--- config.mk ---
export PLATFORM = sky130hd
export DESIGN_NAME = coalescing_update_ring_queue_unit
export DESIGN_NICKNAME = d
export VERILOG_FILES = /design/src/hdl/curq_pkg.sv /design/src/hdl/curq_cell.sv /design/src/hdl/coalescing_update_ring_queue_unit.sv
export SDC_FILE = /design/constraint.sdc
export NUM_CORES = 2
export LEC_CHECK = 0
export BUFFER_PORTS_ARGS = -buffer_cell sky130_fd_sc_hd__buf_2
export CORE_UTILIZATION = 50
export CTS_CLUSTER_SIZE = 20
export DETAILED_ROUTE_END_ITERATION = 8
export HOLD_SLACK_MARGIN = 0.12
export PLACE_DENSITY = 0.67
export SYNTH_ARGS = -nofsm -noshare
export SYNTH_HDL_FRONTEND = slang
export SYNTH_SLANG_ARGS = --single-unit
export TNS_END_PERCENT = 100
--- constraint.sdc ---
create_clock -name clk -period 5.73 [get_ports clk]
set_input_delay 0.573 -clock clk [delete_from_list [all_inputs] [get_ports clk]]
set_output_delay 0.573 -clock clk [all_outputs]
set_load 0.02 [all_outputs]
--- src/hdl/curq_pkg.sv ---
// Package of the coalescing update ring queue: field widths, command codes and
// the control group that the top level broadcasts to the slot cells. No dependencies.
package curq_pkg;

	localparam int MATCH_W = 8;
	localparam int INDEX_W = 4;
	localparam int VALUE_W = 64;

	typedef enum logic [1:0] {
		CMD_PUSH  = 2'd0,
		CMD_POP   = 2'd1,
		CMD_CLEAR = 2'd2
	} cmd_t;

	// One phase strobe per cell operation; at most one is high in a cycle.
	typedef struct packed {
		logic compare;
		logic shift;
		logic append;
	} curq_ctl_t;

endpackage

--- src/hdl/curq_cell.sv ---
// One slot cell of the coalescing update ring queue: holds a key and value word,
// compares them with a pushed update, shifts from its neighbor and drives the read chain.
// Depends on curq_pkg.
module curq_cell #(
	parameter int DEPTH = 16,
	parameter int INDEX = 0,
	localparam int PW = $clog2(DEPTH)
) (
	input  logic                         clk,
	input  logic                         arst_n,
	input  curq_pkg::curq_ctl_t          ctl,
	input  logic [PW-1:0]                rp,
	input  logic [PW-1:0]                wp,
	input  logic [PW-1:0]                scan_pos,
	input  logic [PW-1:0]                shift_end,
	input  logic [curq_pkg::MATCH_W-1:0] key_match,
	input  logic [curq_pkg::INDEX_W-1:0] key_index,
	input  logic [curq_pkg::VALUE_W-1:0] key_value,
	input  logic [curq_pkg::MATCH_W-1:0] nxt_match,
	input  logic [curq_pkg::INDEX_W-1:0] nxt_index,
	input  logic [curq_pkg::VALUE_W-1:0] nxt_value,
	input  logic [curq_pkg::MATCH_W-1:0] bus_in_match,
	input  logic [curq_pkg::INDEX_W-1:0] bus_in_index,
	input  logic [curq_pkg::VALUE_W-1:0] bus_in_value,
	output logic [curq_pkg::MATCH_W-1:0] bus_match,
	output logic [curq_pkg::INDEX_W-1:0] bus_index,
	output logic [curq_pkg::VALUE_W-1:0] bus_value,
	output logic [curq_pkg::MATCH_W-1:0] slot_match,
	output logic [curq_pkg::INDEX_W-1:0] slot_index,
	output logic [curq_pkg::VALUE_W-1:0] slot_value,
	output logic                         hit_key,
	output logic                         hit_val
);

	localparam logic [PW-1:0] MY_SLOT = PW'(INDEX);

	logic [curq_pkg::MATCH_W-1:0] match_q;
	logic [curq_pkg::INDEX_W-1:0] index_q;
	logic [curq_pkg::VALUE_W-1:0] value_q;
	logic [curq_pkg::MATCH_W-1:0] bus_match_q;
	logic [curq_pkg::INDEX_W-1:0] bus_index_q;
	logic [curq_pkg::VALUE_W-1:0] bus_value_q;
	logic                         hit_key_q;
	logic                         hit_val_q;
	logic                         shift_go;
	logic                         load_go;

	// Distance from b forward to a around the ring.
	function automatic logic [PW:0] ring_dist(input logic [PW-1:0] a, input logic [PW-1:0] b);
		logic [PW:0] d;
		if (a >= b) begin
			d = {1'b0, a} - {1'b0, b};
		end else begin
			d = {1'b0, a} + (PW+1)'(DEPTH) - {1'b0, b};
		end
		return d;
	endfunction

	// Cells from the removed slot up to the one before the last entry move down.
	assign shift_go = ctl.shift &&
		(ring_dist(MY_SLOT, scan_pos) < ring_dist(shift_end, scan_pos));
	assign load_go  = ctl.append && (MY_SLOT == wp);

	always_ff @(posedge clk or negedge arst_n) begin
		if (!arst_n) begin
			match_q     <= '0;
			index_q     <= '0;
			value_q     <= '0;
			hit_key_q   <= 1'b0;
			hit_val_q   <= 1'b0;
			bus_match_q <= '0;
			bus_index_q <= '0;
			bus_value_q <= '0;
		end else begin
			priority if (shift_go) begin
				match_q <= nxt_match;
				index_q <= nxt_index;
				value_q <= nxt_value;
			end else if (load_go) begin
				match_q <= key_match;
				index_q <= key_index;
				value_q <= key_value;
			end
			if (ctl.compare) begin
				hit_key_q <= (match_q == key_match) && (index_q == key_index);
				hit_val_q <= (value_q == key_value);
			end
			if (MY_SLOT == rp) begin
				bus_match_q <= match_q;
				bus_index_q <= index_q;
				bus_value_q <= value_q;
			end else begin
				bus_match_q <= bus_in_match;
				bus_index_q <= bus_in_index;
				bus_value_q <= bus_in_value;
			end
		end
	end

	assign slot_match = match_q;
	assign slot_index = index_q;
	assign slot_value = value_q;
	assign bus_match  = bus_match_q;
	assign bus_index  = bus_index_q;
	assign bus_value  = bus_value_q;
	assign hit_key    = hit_key_q;
	assign hit_val    = hit_val_q;

endmodule

--- src/hdl/coalescing_update_ring_queue_unit.sv ---
// Coalescing update ring queue: top level with the command sequencer and the row of slot cells.
// Depends on curq_pkg and curq_cell.
// Sequence: a push walks through compare, a backward scan of one slot per cycle, optional
//   shift and append; a pop of a non-empty queue waits while the read chain carries the oldest
//   entry to its end; every other command is answered straight from idle.
// Throughput: one command at a time; the next start is taken in the cycle its result shows.
// Reset: all slots zero, both pointers zero, queue empty; no clearing pass is needed.
module coalescing_update_ring_queue_unit #(
	parameter int QUEUE_DEPTH = 16
) (
	input  logic                         clk,
	input  logic                         arst_n,
	input  logic                         start,
	input  logic [1:0]                   command,
	input  logic [curq_pkg::MATCH_W-1:0] match_id,
	input  logic [curq_pkg::INDEX_W-1:0] entry_index,
	input  logic [curq_pkg::VALUE_W-1:0] update_value,
	output logic                         busy,
	output logic                         done,
	output logic                         notify,
	output logic                         overwrote,
	output logic                         pop_valid,
	output logic [curq_pkg::MATCH_W-1:0] out_match,
	output logic [curq_pkg::INDEX_W-1:0] out_index,
	output logic [curq_pkg::VALUE_W-1:0] out_value
);

	localparam int PW = $clog2(QUEUE_DEPTH);
	localparam logic [PW-1:0] LAST = PW'(QUEUE_DEPTH - 1);

	// The sequencer walks a push through compare, scan, shift and append, and
	// holds a pop in place while the read chain delivers the oldest entry.
	typedef enum logic [2:0] {
		ST_IDLE,
		ST_CMP,
		ST_SCAN,
		ST_SHIFT,
		ST_APPEND,
		ST_POP
	} state_t;

	state_t                       state_q;
	logic [PW-1:0]                rp_q;
	logic [PW-1:0]                wp_q;
	logic                         empty_q;
	logic [PW-1:0]                pos_q;
	logic                         pending_q;
	logic [PW-1:0]                cnt_q;
	logic                         done_q;
	logic                         notify_q;
	logic                         overwrote_q;
	logic                         pop_valid_q;
	logic [curq_pkg::MATCH_W-1:0] out_match_q;
	logic [curq_pkg::INDEX_W-1:0] out_index_q;
	logic [curq_pkg::VALUE_W-1:0] out_value_q;

	// Operand of the push that is in flight; taken when a beat is accepted.
	logic [curq_pkg::MATCH_W-1:0] key_match_q;
	logic [curq_pkg::INDEX_W-1:0] key_index_q;
	logic [curq_pkg::VALUE_W-1:0] key_value_q;

	curq_pkg::curq_ctl_t          ctl;
	logic [PW-1:0]                wp_prev;
	logic [PW-1:0]                wp_next;
	logic [PW-1:0]                rp_next;
	logic                         full;
	logic [QUEUE_DEPTH-1:0]       hit_key;
	logic [QUEUE_DEPTH-1:0]       hit_val;

	logic [curq_pkg::MATCH_W-1:0] slot_match [QUEUE_DEPTH];
	logic [curq_pkg::INDEX_W-1:0] slot_index [QUEUE_DEPTH];
	logic [curq_pkg::VALUE_W-1:0] slot_value [QUEUE_DEPTH];
	logic [curq_pkg::MATCH_W-1:0] bus_match  [QUEUE_DEPTH];
	logic [curq_pkg::INDEX_W-1:0] bus_index  [QUEUE_DEPTH];
	logic [curq_pkg::VALUE_W-1:0] bus_value  [QUEUE_DEPTH];

	function automatic logic [PW-1:0] next_ptr(input logic [PW-1:0] p);
		return (p == LAST) ? '0 : p + 1'b1;
	endfunction

	function automatic logic [PW-1:0] prev_ptr(input logic [PW-1:0] p);
		return (p == '0) ? LAST : p - 1'b1;
	endfunction

	assign wp_prev = prev_ptr(wp_q);
	assign wp_next = next_ptr(wp_q);
	assign rp_next = next_ptr(rp_q);
	// A full queue has the pointers equal while entries are pending.
	assign full    = !empty_q && (rp_q == wp_q);

	assign ctl.compare = (state_q == ST_CMP);
	assign ctl.shift   = (state_q == ST_SHIFT);
	assign ctl.append  = (state_q == ST_APPEND);

	// Row of slot cells. Each cell shifts from its upper neighbor on removal, and the
	// read chain runs from cell 0 upward: the cell at the read pointer injects its entry,
	// every other cell above cell 0 passes what its lower neighbor held, so the oldest entry moves up
	// the chain register by register until the top cell carries it.
	for (genvar i = 0; i < QUEUE_DEPTH; i++) begin : g_cell
		localparam int NXT = (i + 1) % QUEUE_DEPTH;

		logic [curq_pkg::MATCH_W-1:0] chain_match;
		logic [curq_pkg::INDEX_W-1:0] chain_index;
		logic [curq_pkg::VALUE_W-1:0] chain_value;

		if (i == 0) begin : g_head
			assign chain_match = '0;
			assign chain_index = '0;
			assign chain_value = '0;
		end else begin : g_body
			assign chain_match = bus_match[i-1];
			assign chain_index = bus_index[i-1];
			assign chain_value = bus_value[i-1];
		end

		curq_cell #(
			.DEPTH (QUEUE_DEPTH),
			.INDEX (i)
		) u_cell (
			.clk          (clk),
			.arst_n       (arst_n),
			.ctl          (ctl),
			.rp           (rp_q),
			.wp           (wp_q),
			.scan_pos     (pos_q),
			.shift_end    (wp_prev),
			.key_match    (key_match_q),
			.key_index    (key_index_q),
			.key_value    (key_value_q),
			.nxt_match    (slot_match[NXT]),
			.nxt_index    (slot_index[NXT]),
			.nxt_value    (slot_value[NXT]),
			.bus_in_match (chain_match),
			.bus_in_index (chain_index),
			.bus_in_value (chain_value),
			.bus_match    (bus_match[i]),
			.bus_index    (bus_index[i]),
			.bus_value    (bus_value[i]),
			.slot_match   (slot_match[i]),
			.slot_index   (slot_index[i]),
			.slot_value   (slot_value[i]),
			.hit_key      (hit_key[i]),
			.hit_val      (hit_val[i])
		);
	end

	always_ff @(posedge clk) begin
		if (start && !busy) begin
			key_match_q <= match_id;
			key_index_q <= entry_index;
			key_value_q <= update_value;
		end
	end

	always_ff @(posedge clk or negedge arst_n) begin
		if (!arst_n) begin
			state_q     <= ST_IDLE;
			rp_q        <= '0;
			wp_q        <= '0;
			empty_q     <= 1'b1;
			pos_q       <= '0;
			pending_q   <= 1'b0;
			cnt_q       <= '0;
			done_q      <= 1'b0;
			notify_q    <= 1'b0;
			overwrote_q <= 1'b0;
			pop_valid_q <= 1'b0;
			out_match_q <= '0;
			out_index_q <= '0;
			out_value_q <= '0;
		end else begin
			done_q <= 1'b0;
			unique case (state_q)
				ST_IDLE: begin
					if (start) begin
						cnt_q <= '0;
						unique case (command)
							curq_pkg::CMD_PUSH: begin
								state_q <= ST_CMP;
							end
							curq_pkg::CMD_POP: begin
								if (empty_q) begin
									// Nothing to return: an all-zero beat.
									done_q      <= 1'b1;
									notify_q    <= 1'b0;
									overwrote_q <= 1'b0;
									pop_valid_q <= 1'b0;
									out_match_q <= '0;
									out_index_q <= '0;
									out_value_q <= '0;
								end else begin
									state_q <= ST_POP;
								end
							end
							curq_pkg::CMD_CLEAR: begin
								rp_q        <= wp_q;
								empty_q     <= 1'b1;
								done_q      <= 1'b1;
								notify_q    <= 1'b0;
								overwrote_q <= 1'b0;
								pop_valid_q <= 1'b0;
								out_match_q <= '0;
								out_index_q <= '0;
								out_value_q <= '0;
							end
							default: begin
								// Unused command code: state untouched, all-zero beat.
								done_q      <= 1'b1;
								notify_q    <= 1'b0;
								overwrote_q <= 1'b0;
								pop_valid_q <= 1'b0;
								out_match_q <= '0;
								out_index_q <= '0;
								out_value_q <= '0;
							end
						endcase
					end
				end
				ST_CMP: begin
					// The cells register their hit flags at this edge; the scan then
					// starts at the newest entry and walks backward.
					pos_q     <= wp_prev;
					pending_q <= !empty_q;
					cnt_q     <= '0;
					state_q   <= ST_SCAN;
				end
				ST_SCAN: begin
					if (hit_key[pos_q]) begin
						if (hit_val[pos_q]) begin
							// Same key, same value: the update is dropped silently.
							done_q      <= 1'b1;
							notify_q    <= 1'b0;
							overwrote_q <= 1'b0;
							pop_valid_q <= 1'b0;
							out_match_q <= '0;
							out_index_q <= '0;
							out_value_q <= '0;
							state_q     <= ST_IDLE;
						end else if (pending_q) begin
							state_q <= ST_SHIFT;
						end else begin
							state_q <= ST_APPEND;
						end
					end else begin
						// Once the scan passes the read pointer, older hits are already read.
						if (pos_q == rp_q) begin
							pending_q <= 1'b0;
						end
						pos_q <= prev_ptr(pos_q);
						cnt_q <= cnt_q + 1'b1;
						if (cnt_q == LAST) begin
							state_q <= ST_APPEND;
						end
					end
				end
				ST_SHIFT: begin
					// The unread stale entry is squeezed out; the queue loses one entry
					// and may become empty, so the append that follows is never full.
					wp_q <= wp_prev;
					if (wp_prev == rp_q) begin
						empty_q <= 1'b1;
					end
					state_q <= ST_APPEND;
				end
				ST_APPEND: begin
					wp_q        <= wp_next;
					empty_q     <= 1'b0;
					done_q      <= 1'b1;
					notify_q    <= !full;
					overwrote_q <= full;
					pop_valid_q <= 1'b0;
					out_match_q <= '0;
					out_index_q <= '0;
					out_value_q <= '0;
					if (full) begin
						rp_q <= wp_next;
					end
					state_q <= ST_IDLE;
				end
				ST_POP: begin
					if (cnt_q == LAST) begin
						done_q      <= 1'b1;
						notify_q    <= 1'b0;
						overwrote_q <= 1'b0;
						pop_valid_q <= 1'b1;
						out_match_q <= bus_match[QUEUE_DEPTH-1];
						out_index_q <= bus_index[QUEUE_DEPTH-1];
						out_value_q <= bus_value[QUEUE_DEPTH-1];
						rp_q        <= rp_next;
						empty_q     <= (rp_next == wp_q);
						state_q     <= ST_IDLE;
					end else begin
						cnt_q <= cnt_q + 1'b1;
					end
				end
				default: begin
					state_q <= ST_IDLE;
				end
			endcase
		end
	end

	assign busy      = (state_q != ST_IDLE);
	assign done      = done_q;
	assign notify    = notify_q;
	assign overwrote = overwrote_q;
	assign pop_valid = pop_valid_q;
	assign out_match = out_match_q;
	assign out_index = out_index_q;
	assign out_value = out_value_q;

endmodule

Yosys cells after proc, flatten, opt, wreduce, memory -nomap -nowiden
Index checks and enable logic that the tools add are counted.

Input port bits: 81. Output and inout bits: 81. Register bits: 2641. Word-level logic and storage cells: 650.

Order comparisons: 34. Muxes and demuxes: 236. Reductions and logical operators: 88. Add/subtract/negate cells: 40. Equal/unequal tests: 107.

Operator list (number): 64-bit two-way mux (53); 64-bit equality test (16); 8-bit two-way mux (53); 4-bit two-way mux (65); 64-bit one-hot mux with 4 select lines (1); 8-bit equality test (16); 64-bit one-hot mux with 2 select lines (1); 5-bit two-way mux (17); 4-bit equality test (20); 5-bit < comparator (16); 5-bit by 4-bit subtractor with 5-bit output (first input constant) (16); 4-bit equality test (first input constant) (16); 1-bit logical AND (50); 4-bit by 4-bit subtractor with 5-bit output (first input constant) (8); 2-bit nonzero test (18); 3-bit by 4-bit equality test with 1-bit output (first input constant) (8); 4-bit >= comparator (first input constant) (8); 4-bit one-hot mux with 4 select lines (2); 8-bit one-hot mux with 4 select lines (1); 4-bit one-hot mux with 2 select lines (3); 3-bit two-way mux (7); 2-bit inequality test (second input constant) (10); 1-bit one-hot mux with 4 select lines (5); 3-bit by 4-bit subtractor with 5-bit output (first input constant) (4); 41 further kinds (91).

Longest topological paths before layout
Depth after elaboration: 8. Gate-level depth with buffers: 20. Depth with buffers taken out: 17.

By module
From an unflattened synthesis, not the netlist that was laid out.

Cells, all modules: 9661. Area, all modules: 133194.0 um2.

By module, submodules not included: curq_cell at g_cell[8].u_cell (area each 7965.1 um2, seq. area each 3853.7 um2, cells an instance 589, instances 1); curq_cell at g_cell[2].u_cell (area each 7948.9 um2, seq. area each 3853.7 um2, cells an instance 582, instances 1); curq_cell at g_cell[6].u_cell (area each 7928.9 um2, seq. area each 3853.7 um2, cells an instance 591, instances 1); curq_cell at g_cell[10].u_cell (area each 7911.3 um2, seq. area each 3853.7 um2, cells an instance 562, instances 1); curq_cell at g_cell[5].u_cell (area each 7907.6 um2, seq. area each 3853.7 um2, cells an instance 578, instances 1); curq_cell at g_cell[4].u_cell (area each 7906.3 um2, seq. area each 3853.7 um2, cells an instance 565, instances 1); curq_cell at g_cell[14].u_cell (area each 7900.1 um2, seq. area each 3853.7 um2, cells an instance 574, instances 1); curq_cell at g_cell[9].u_cell (area each 7898.8 um2, seq. area each 3853.7 um2, cells an instance 560, instances 1); curq_cell at g_cell[0].u_cell (area each 7897.6 um2, seq. area each 3853.7 um2, cells an instance 560, instances 1); curq_cell at g_cell[12].u_cell (area each 7888.8 um2, seq. area each 3853.7 um2, cells an instance 564, instances 1); curq_cell at g_cell[13].u_cell (area each 7877.6 um2, seq. area each 3853.7 um2, cells an instance 564, instances 1); curq_cell at g_cell[7].u_cell (area each 7847.5 um2, seq. area each 3853.7 um2, cells an instance 594, instances 1); curq_cell at g_cell[3].u_cell (area each 7842.5 um2, seq. area each 3853.7 um2, cells an instance 568, instances 1); curq_cell at g_cell[11].u_cell (area each 7808.7 um2, seq. area each 3853.7 um2, cells an instance 549, instances 1); +3 rows.

Least setup slack after synthesis
Ideal clock, no wire load.

Path type: register to register. Start point: register state_q[0]. End point: register key_index_q[0] (netlist name), enable pin. Setup time: 511 ps. Data required time: 5219 ps. Period minus slack after synthesis: 4917 ps. Arrival time: 4406 ps. Path buffers: 2. Slack: 813 ps. Cell stages (with the launch flop): 5. Cells stage by stage: dfrtp_1 -> buf_2 -> buf_1 -> or3_1 -> nor2_1.

Cells in the longest elaborated chain, start to end: 3.

RTL lines: start, declared (RTL line coalescing_update_ring_queue_unit.sv:42) `state_t state_q;`; start signal, assigned (RTL line coalescing_update_ring_queue_unit.sv:157) `state_q <= ST_IDLE;`; start signal, assigned (RTL line coalescing_update_ring_queue_unit.sv:179) `state_q <= ST_CMP;`; start signal, assigned (RTL line coalescing_update_ring_queue_unit.sv:192) `state_q <= ST_POP;`; 3-bit nonzero test (RTL line coalescing_update_ring_queue_unit.sv:303) `assign busy = (state_q != ST_IDLE);`; named net busy (RTL line coalescing_update_ring_queue_unit.sv:18) `output logic busy,`; 1-bit zero test (RTL line coalescing_update_ring_queue_unit.sv:148) `if (start && !busy) begin`; 1-bit logical AND (RTL line coalescing_update_ring_queue_unit.sv:148); end signal, assigned (RTL line coalescing_update_ring_queue_unit.sv:150) `key_index_q <= entry_index;`; end, declared (RTL line coalescing_update_ring_queue_unit.sv:59) `logic [curq_pkg::INDEX_W-1:0] key_index_q;`.

The timed path passes the listed nets, and every way through them passes these cells. A chain may end at the register's enable or synchronous reset.

Worst setup path in the final report
Start point: register wp_q[1]. End point: register g_cell[0].u_cell.value_q, in the netlist g_cell[0].u_cell.slot_value[23].

Cells in the longest elaborated chain, start to end: 8. Elaborated cells on any way between the ends: 13. Classes of those cells: 4 x add/sub; 2 x order compare; 3 x mux; 4 x reduce/logical.

RTL lines: start, declared (RTL line coalescing_update_ring_queue_unit.sv:44) `logic [PW-1:0] wp_q;`; start signal, assigned (RTL line coalescing_update_ring_queue_unit.sv:259) `wp_q <= wp_prev;`; start signal, assigned (RTL line coalescing_update_ring_queue_unit.sv:266) `wp_q <= wp_next;`; 4-bit by 1-bit subtractor with 4-bit output or 4-bit zero test (tied branches) (RTL line coalescing_update_ring_queue_unit.sv:82, curq_cell.sv:62); 4-bit two-way mux (RTL line coalescing_update_ring_queue_unit.sv:82) `return (p == '0) ? LAST : p - 1'b1;`; 4-bit by 5-bit adder with 5-bit output (RTL line curq_cell.sv:54) `d = {1'b0, a} + (PW+1)'(DEPTH) - {1'b0, b};`; 5-bit by 4-bit subtractor with 5-bit output (RTL line curq_cell.sv:54); 5-bit two-way mux (RTL line curq_cell.sv:51) `if (a >= b) begin`; 5-bit < comparator (RTL line curq_cell.sv:61) `(ring_dist(MY_SLOT, scan_pos) < ring_dist(shift_end, scan_pos));`; 1-bit logical AND (RTL line curq_cell.sv:60) `assign shift_go = ctl.shift &&`; 64-bit two-way mux or 2-bit nonzero test (tied branches); end signal, assigned (RTL line curq_cell.sv:78) `value_q <= nxt_value;`; end signal, assigned (RTL line curq_cell.sv:82) `value_q <= key_value;`; end, declared (RTL line curq_cell.sv:39) `logic [curq_pkg::VALUE_W-1:0] value_q;`.

Parallel ways exist; a longest one is shown, timed or not.

==> metrics.md <==
| Metric | Value |
|---|---|
| Die Span Y | 495 um |
| Slew HR | 0.00415 |
| ANT nets after route | 0 |
| Main synth FF type | dfrtp_1 |
| Die area | 245000 um^2 |
| Critical path peak fanout | 76 |
| Reg2Reg Depth | 16 |
| Synth warnings | 0 |
| First-iteration detailed-routing DRC count | 12600 |
| First-pass GRT wire length | 711000 um |
| PortBufs | 161 |
| Least-Margin Pin Slew | 1.49 ns |
| Max Slew Vio Count | 0 |
| RSZ-0062 raised after global routing | false |
| Post-synth EDFFs | 76 |
| CTS tree | yes |
| R2R Path End | g_cell[0].u_cell.slot_value[23]$_DFFE_PN0P_ |
| Vias in the first global route | 91100 |
| Routed wire per std cell | 37.8 um |
| Critical path class | reg -> reg |
| Worst path slowest cell | fa_1 |
| Worst path bufs/invs | 3 |
| Final wirelength | 509000 um |
| Gr ovfl total | 0 |
| Root Buffer | clkbuf_16 |
| Clock Skew | 0.0622 ns |
| Die X | 495 um |
| Clock sinks | 2641 |
| CP peak stage delay | 0.67 ns |
| DRC | 0 |
| Setup crit start | wp_q[1]$_DFFE_PN0N_ |
| Asr flop ratio synth | 0.971 |
| 1st-pass router iterations | 8 |
| Most frequent cell on the critical path | ha_1 |
| Clk_lat worst skew | 0.97 ns |
| Register area | 66500 um^2 |
| Core Rows | 180 |
| Cell area after synthesis | 122000 um^2 |
| Area Growth Syn to Fin | 12.8% |
| Arrival @ worst endpoint | 5.88 ns |
| H-tree depth | 5 |
| Top cell type's share of synthesized area | 0.528 |
| Hold Vio Cnt, Final | 0 |
| Crit path capture | g_cell[0].u_cell.slot_value[23]$_DFFE_PN0P_ |
| Most common cell after layout, fill and taps aside | dfrtp_1 |
| Commonest cells after routing, fill and taps aside | dfrtp_1, mux2_2, nand2_1 |
| Max Cap Viol | 0 |
| Critical path capture point type | register |
| Cells resized by post-CTS repair | 0 |
| Fraction of layout cells with a size suffix above 1 | 0.227 |
| Status | finished clean |
| Post-synthesis sequential area ratio | 0.547 |
| Core area | 241000 um^2 |
| Via count | 92000 |
| CP Launch Type | register |
| Vias per inst | 6.82 |
| CP Data Required Time | 6.57 ns |
| Starting density of the core | 0.504 |
| Fmax | 198 MHz |
| Fin nets | 10200 |
| Leading area contributor after synthesis | dfrtp_1 |
| Avg Cell Area, Syn | 12.0 um^2 |
| Clock Tree Buf Depth | 4 |
| TNS Setup | 0 ns |
| Inserted Clock Buffers | 299 |
| Fill count | 19800 |
| Top cells by area, synth | dfrtp_1, mux2_2, xnor2_1, a32oi_1, xor2_1 |
| Final setup violation count | 0 |
| Worst path top cell family by delay | adder cells |
| Footprint of the multi-input gates | 51700 um^2 |
| Min Tclk post-route | 5.05 ns |
| Initial antenna violation count | 52 |
| VDD IR max | 1890 uV |
| Worst reg2reg startpoint | wp_q[1]$_DFFE_PN0N_ |
| CP cell instances | inv_1, ha_1, nor2b_1, nand2_1, nand2_1, inv_1, ha_1, fa_1, ha_1, nor2b_1, o21ai_0, a21boi_0, o21a_1, o32a_2, buf_4, a221o_1 |
| Pleak | 67.8 nW |
| FF-to-FF setup slack | 0.68 ns |
| IO Pins | 162 |
| Post-synthesis cell type count | 66 |
| Critical path depth | 16 |
| Power per cell area | 636 nW/um^2 |
| Placer Congestion | 1.03 |
| Worst slack at placement | 0.815 ns |
| # Post-CTS Setup Buffers | 0 |
| Clk slew on worst S/H paths | 0.06 ns |
| DP HPWL | 349000 um |
| Crit share post-route | 0.881 |
| Hold-fix buffers, CTS | 78 |
| Largest net degree at the start of global routing | 173 |
| Mapped Cells | 10100 |
| Final Worst Setup Slack | 0.681 ns |
| Hold WC Path Type | in -> async |
| Seq cells post-synth | 2641 |
| Total track usage | 0.413 |
==> cells by family after synthesis <==
| group | synth area share |
|---|---|
| multiplexers | 0.122 |
| flip-flops | 0.547 |
| AO/OA/AOI/OAI | 0.107 |
| other | 0.0000309 |
| XOR/XNOR | 0.0896 |
| adder cells (fa/ha/maj) | 0.00819 |
| buffers and inverters | 0.0324 |
| AND/OR/NAND/NOR | 0.0935 |
==> power breakdown <==
group / switching (mW) / leakage, nW / internal (mW)
Clock: 8.01 / 4.83 / 11.6
Combinational: 23.7 / 27.3 / 11.9
Sequential: 7.60 / 35.7 / 24.5
==> how the worst min path moves through the flow <==
stage / from / end / slack (ns) / depth (start not counted)
2_1_floorplan: arst_n / cnt_q[0]$_DFFE_PN0P_ / 0.28 / 0
3_3_place_gp: g_cell[15].u_cell.hit_key$_DFFE_PN0N_ / g_cell[15].u_cell.hit_key$_DFFE_PN0N_ / 0.45 / 2
3_5_place_dp: g_cell[15].u_cell.bus_match[2]$_DFF_PN0_ / out_match[2]$_DFFE_PN0P_ / 0.46 / 1
4_1_cts: command[1] / state_q[1]$_DFFE_PN0P_ / 0.12 / 5
5_1_grt: command[1] / state_q[1]$_DFFE_PN0P_ / 0.18 / 5
6_report: arst_n / g_cell[6].u_cell.slot_match[4]$_DFFE_PN0P_ / 0.13 / 2
==> area by class of cell <==
cell class,instances,share of cell area
Timing Repair Buffer,553,0.0353
Sequential cell,2641,0.485
Clock inverter,82,0.00737
Clock buffer,435,0.0642
Antenna cell,85,0.00155
Inverter,41,0.00112
Multi-Input combinational cell,6462,0.377
Tap cell,3185,0.0291
==> state kept, by name, indices dropped and copies added (netlist names), 16 cells and up <==
register / count
g_cell.u_cell.hit_key: 16
key_value_q: 64
g_cell.u_cell.slot_index: 64
g_cell.u_cell.bus_match: 128
out_value: 64
g_cell.u_cell.bus_index: 64
g_cell.u_cell.slot_match: 128
g_cell.u_cell.hit_val: 16
g_cell.u_cell.bus_value: 1024
g_cell.u_cell.slot_value: 1024
==> worst reg2reg max path: stages (launching register included) <==
cell and delay (ns):
dfrtp_1 0.50, inv_1 0.19, ha_1 0.30, nor2b_1 0.32, nand2_1 0.12, nand2_1 0.15, inv_1 0.08, ha_1 0.23
fa_1 0.67, ha_1 0.28, nor2b_1 0.14, o21ai_0 0.26, a21boi_0 0.15, o21a_1 0.21, o32a_2 0.36, buf_4 0.35
a221o_1 0.67
==> cells in the mapped netlist, types with 90 or more instances <==
cell type  number
a21o_1         90
a221o_1       456
a22o_1        156
a32oi_1       608
and3_1        466
buf_1         158
clkbuf_1      799
dfrtp_1      2564
mux2_2       1298
nand2_1      1281
nand4_1       177
nor4_1        160
xnor2_1       673
xor2_1        570
==> through the flow <==
step	hold slack (ns)	area, um^2	cells	total power [mW]	util
after detailed placement	0.455	126000	12800	65.9	0.524
after floorplan	0.277	122000	10100	48.1	-
after CTS	0.124	137000	13400	85.5	0.568
after global routing	0.184	137000	13500	89.2	0.568
after global placement	0.453	126000	12800	65.5	0.524
final	0.135	137000	13500	87.2	0.569
==> layer usage <==
layer | global-route usage | part of all wire
met1 | 0.514 | 0.36
met2 | 0.593 | 0.43
met3 | 0.144 | 0.12
met4 | 0.302 | 0.087
met5 | 0 | 0.00023
No activity file was read; power rests on OpenSTA's default activity.
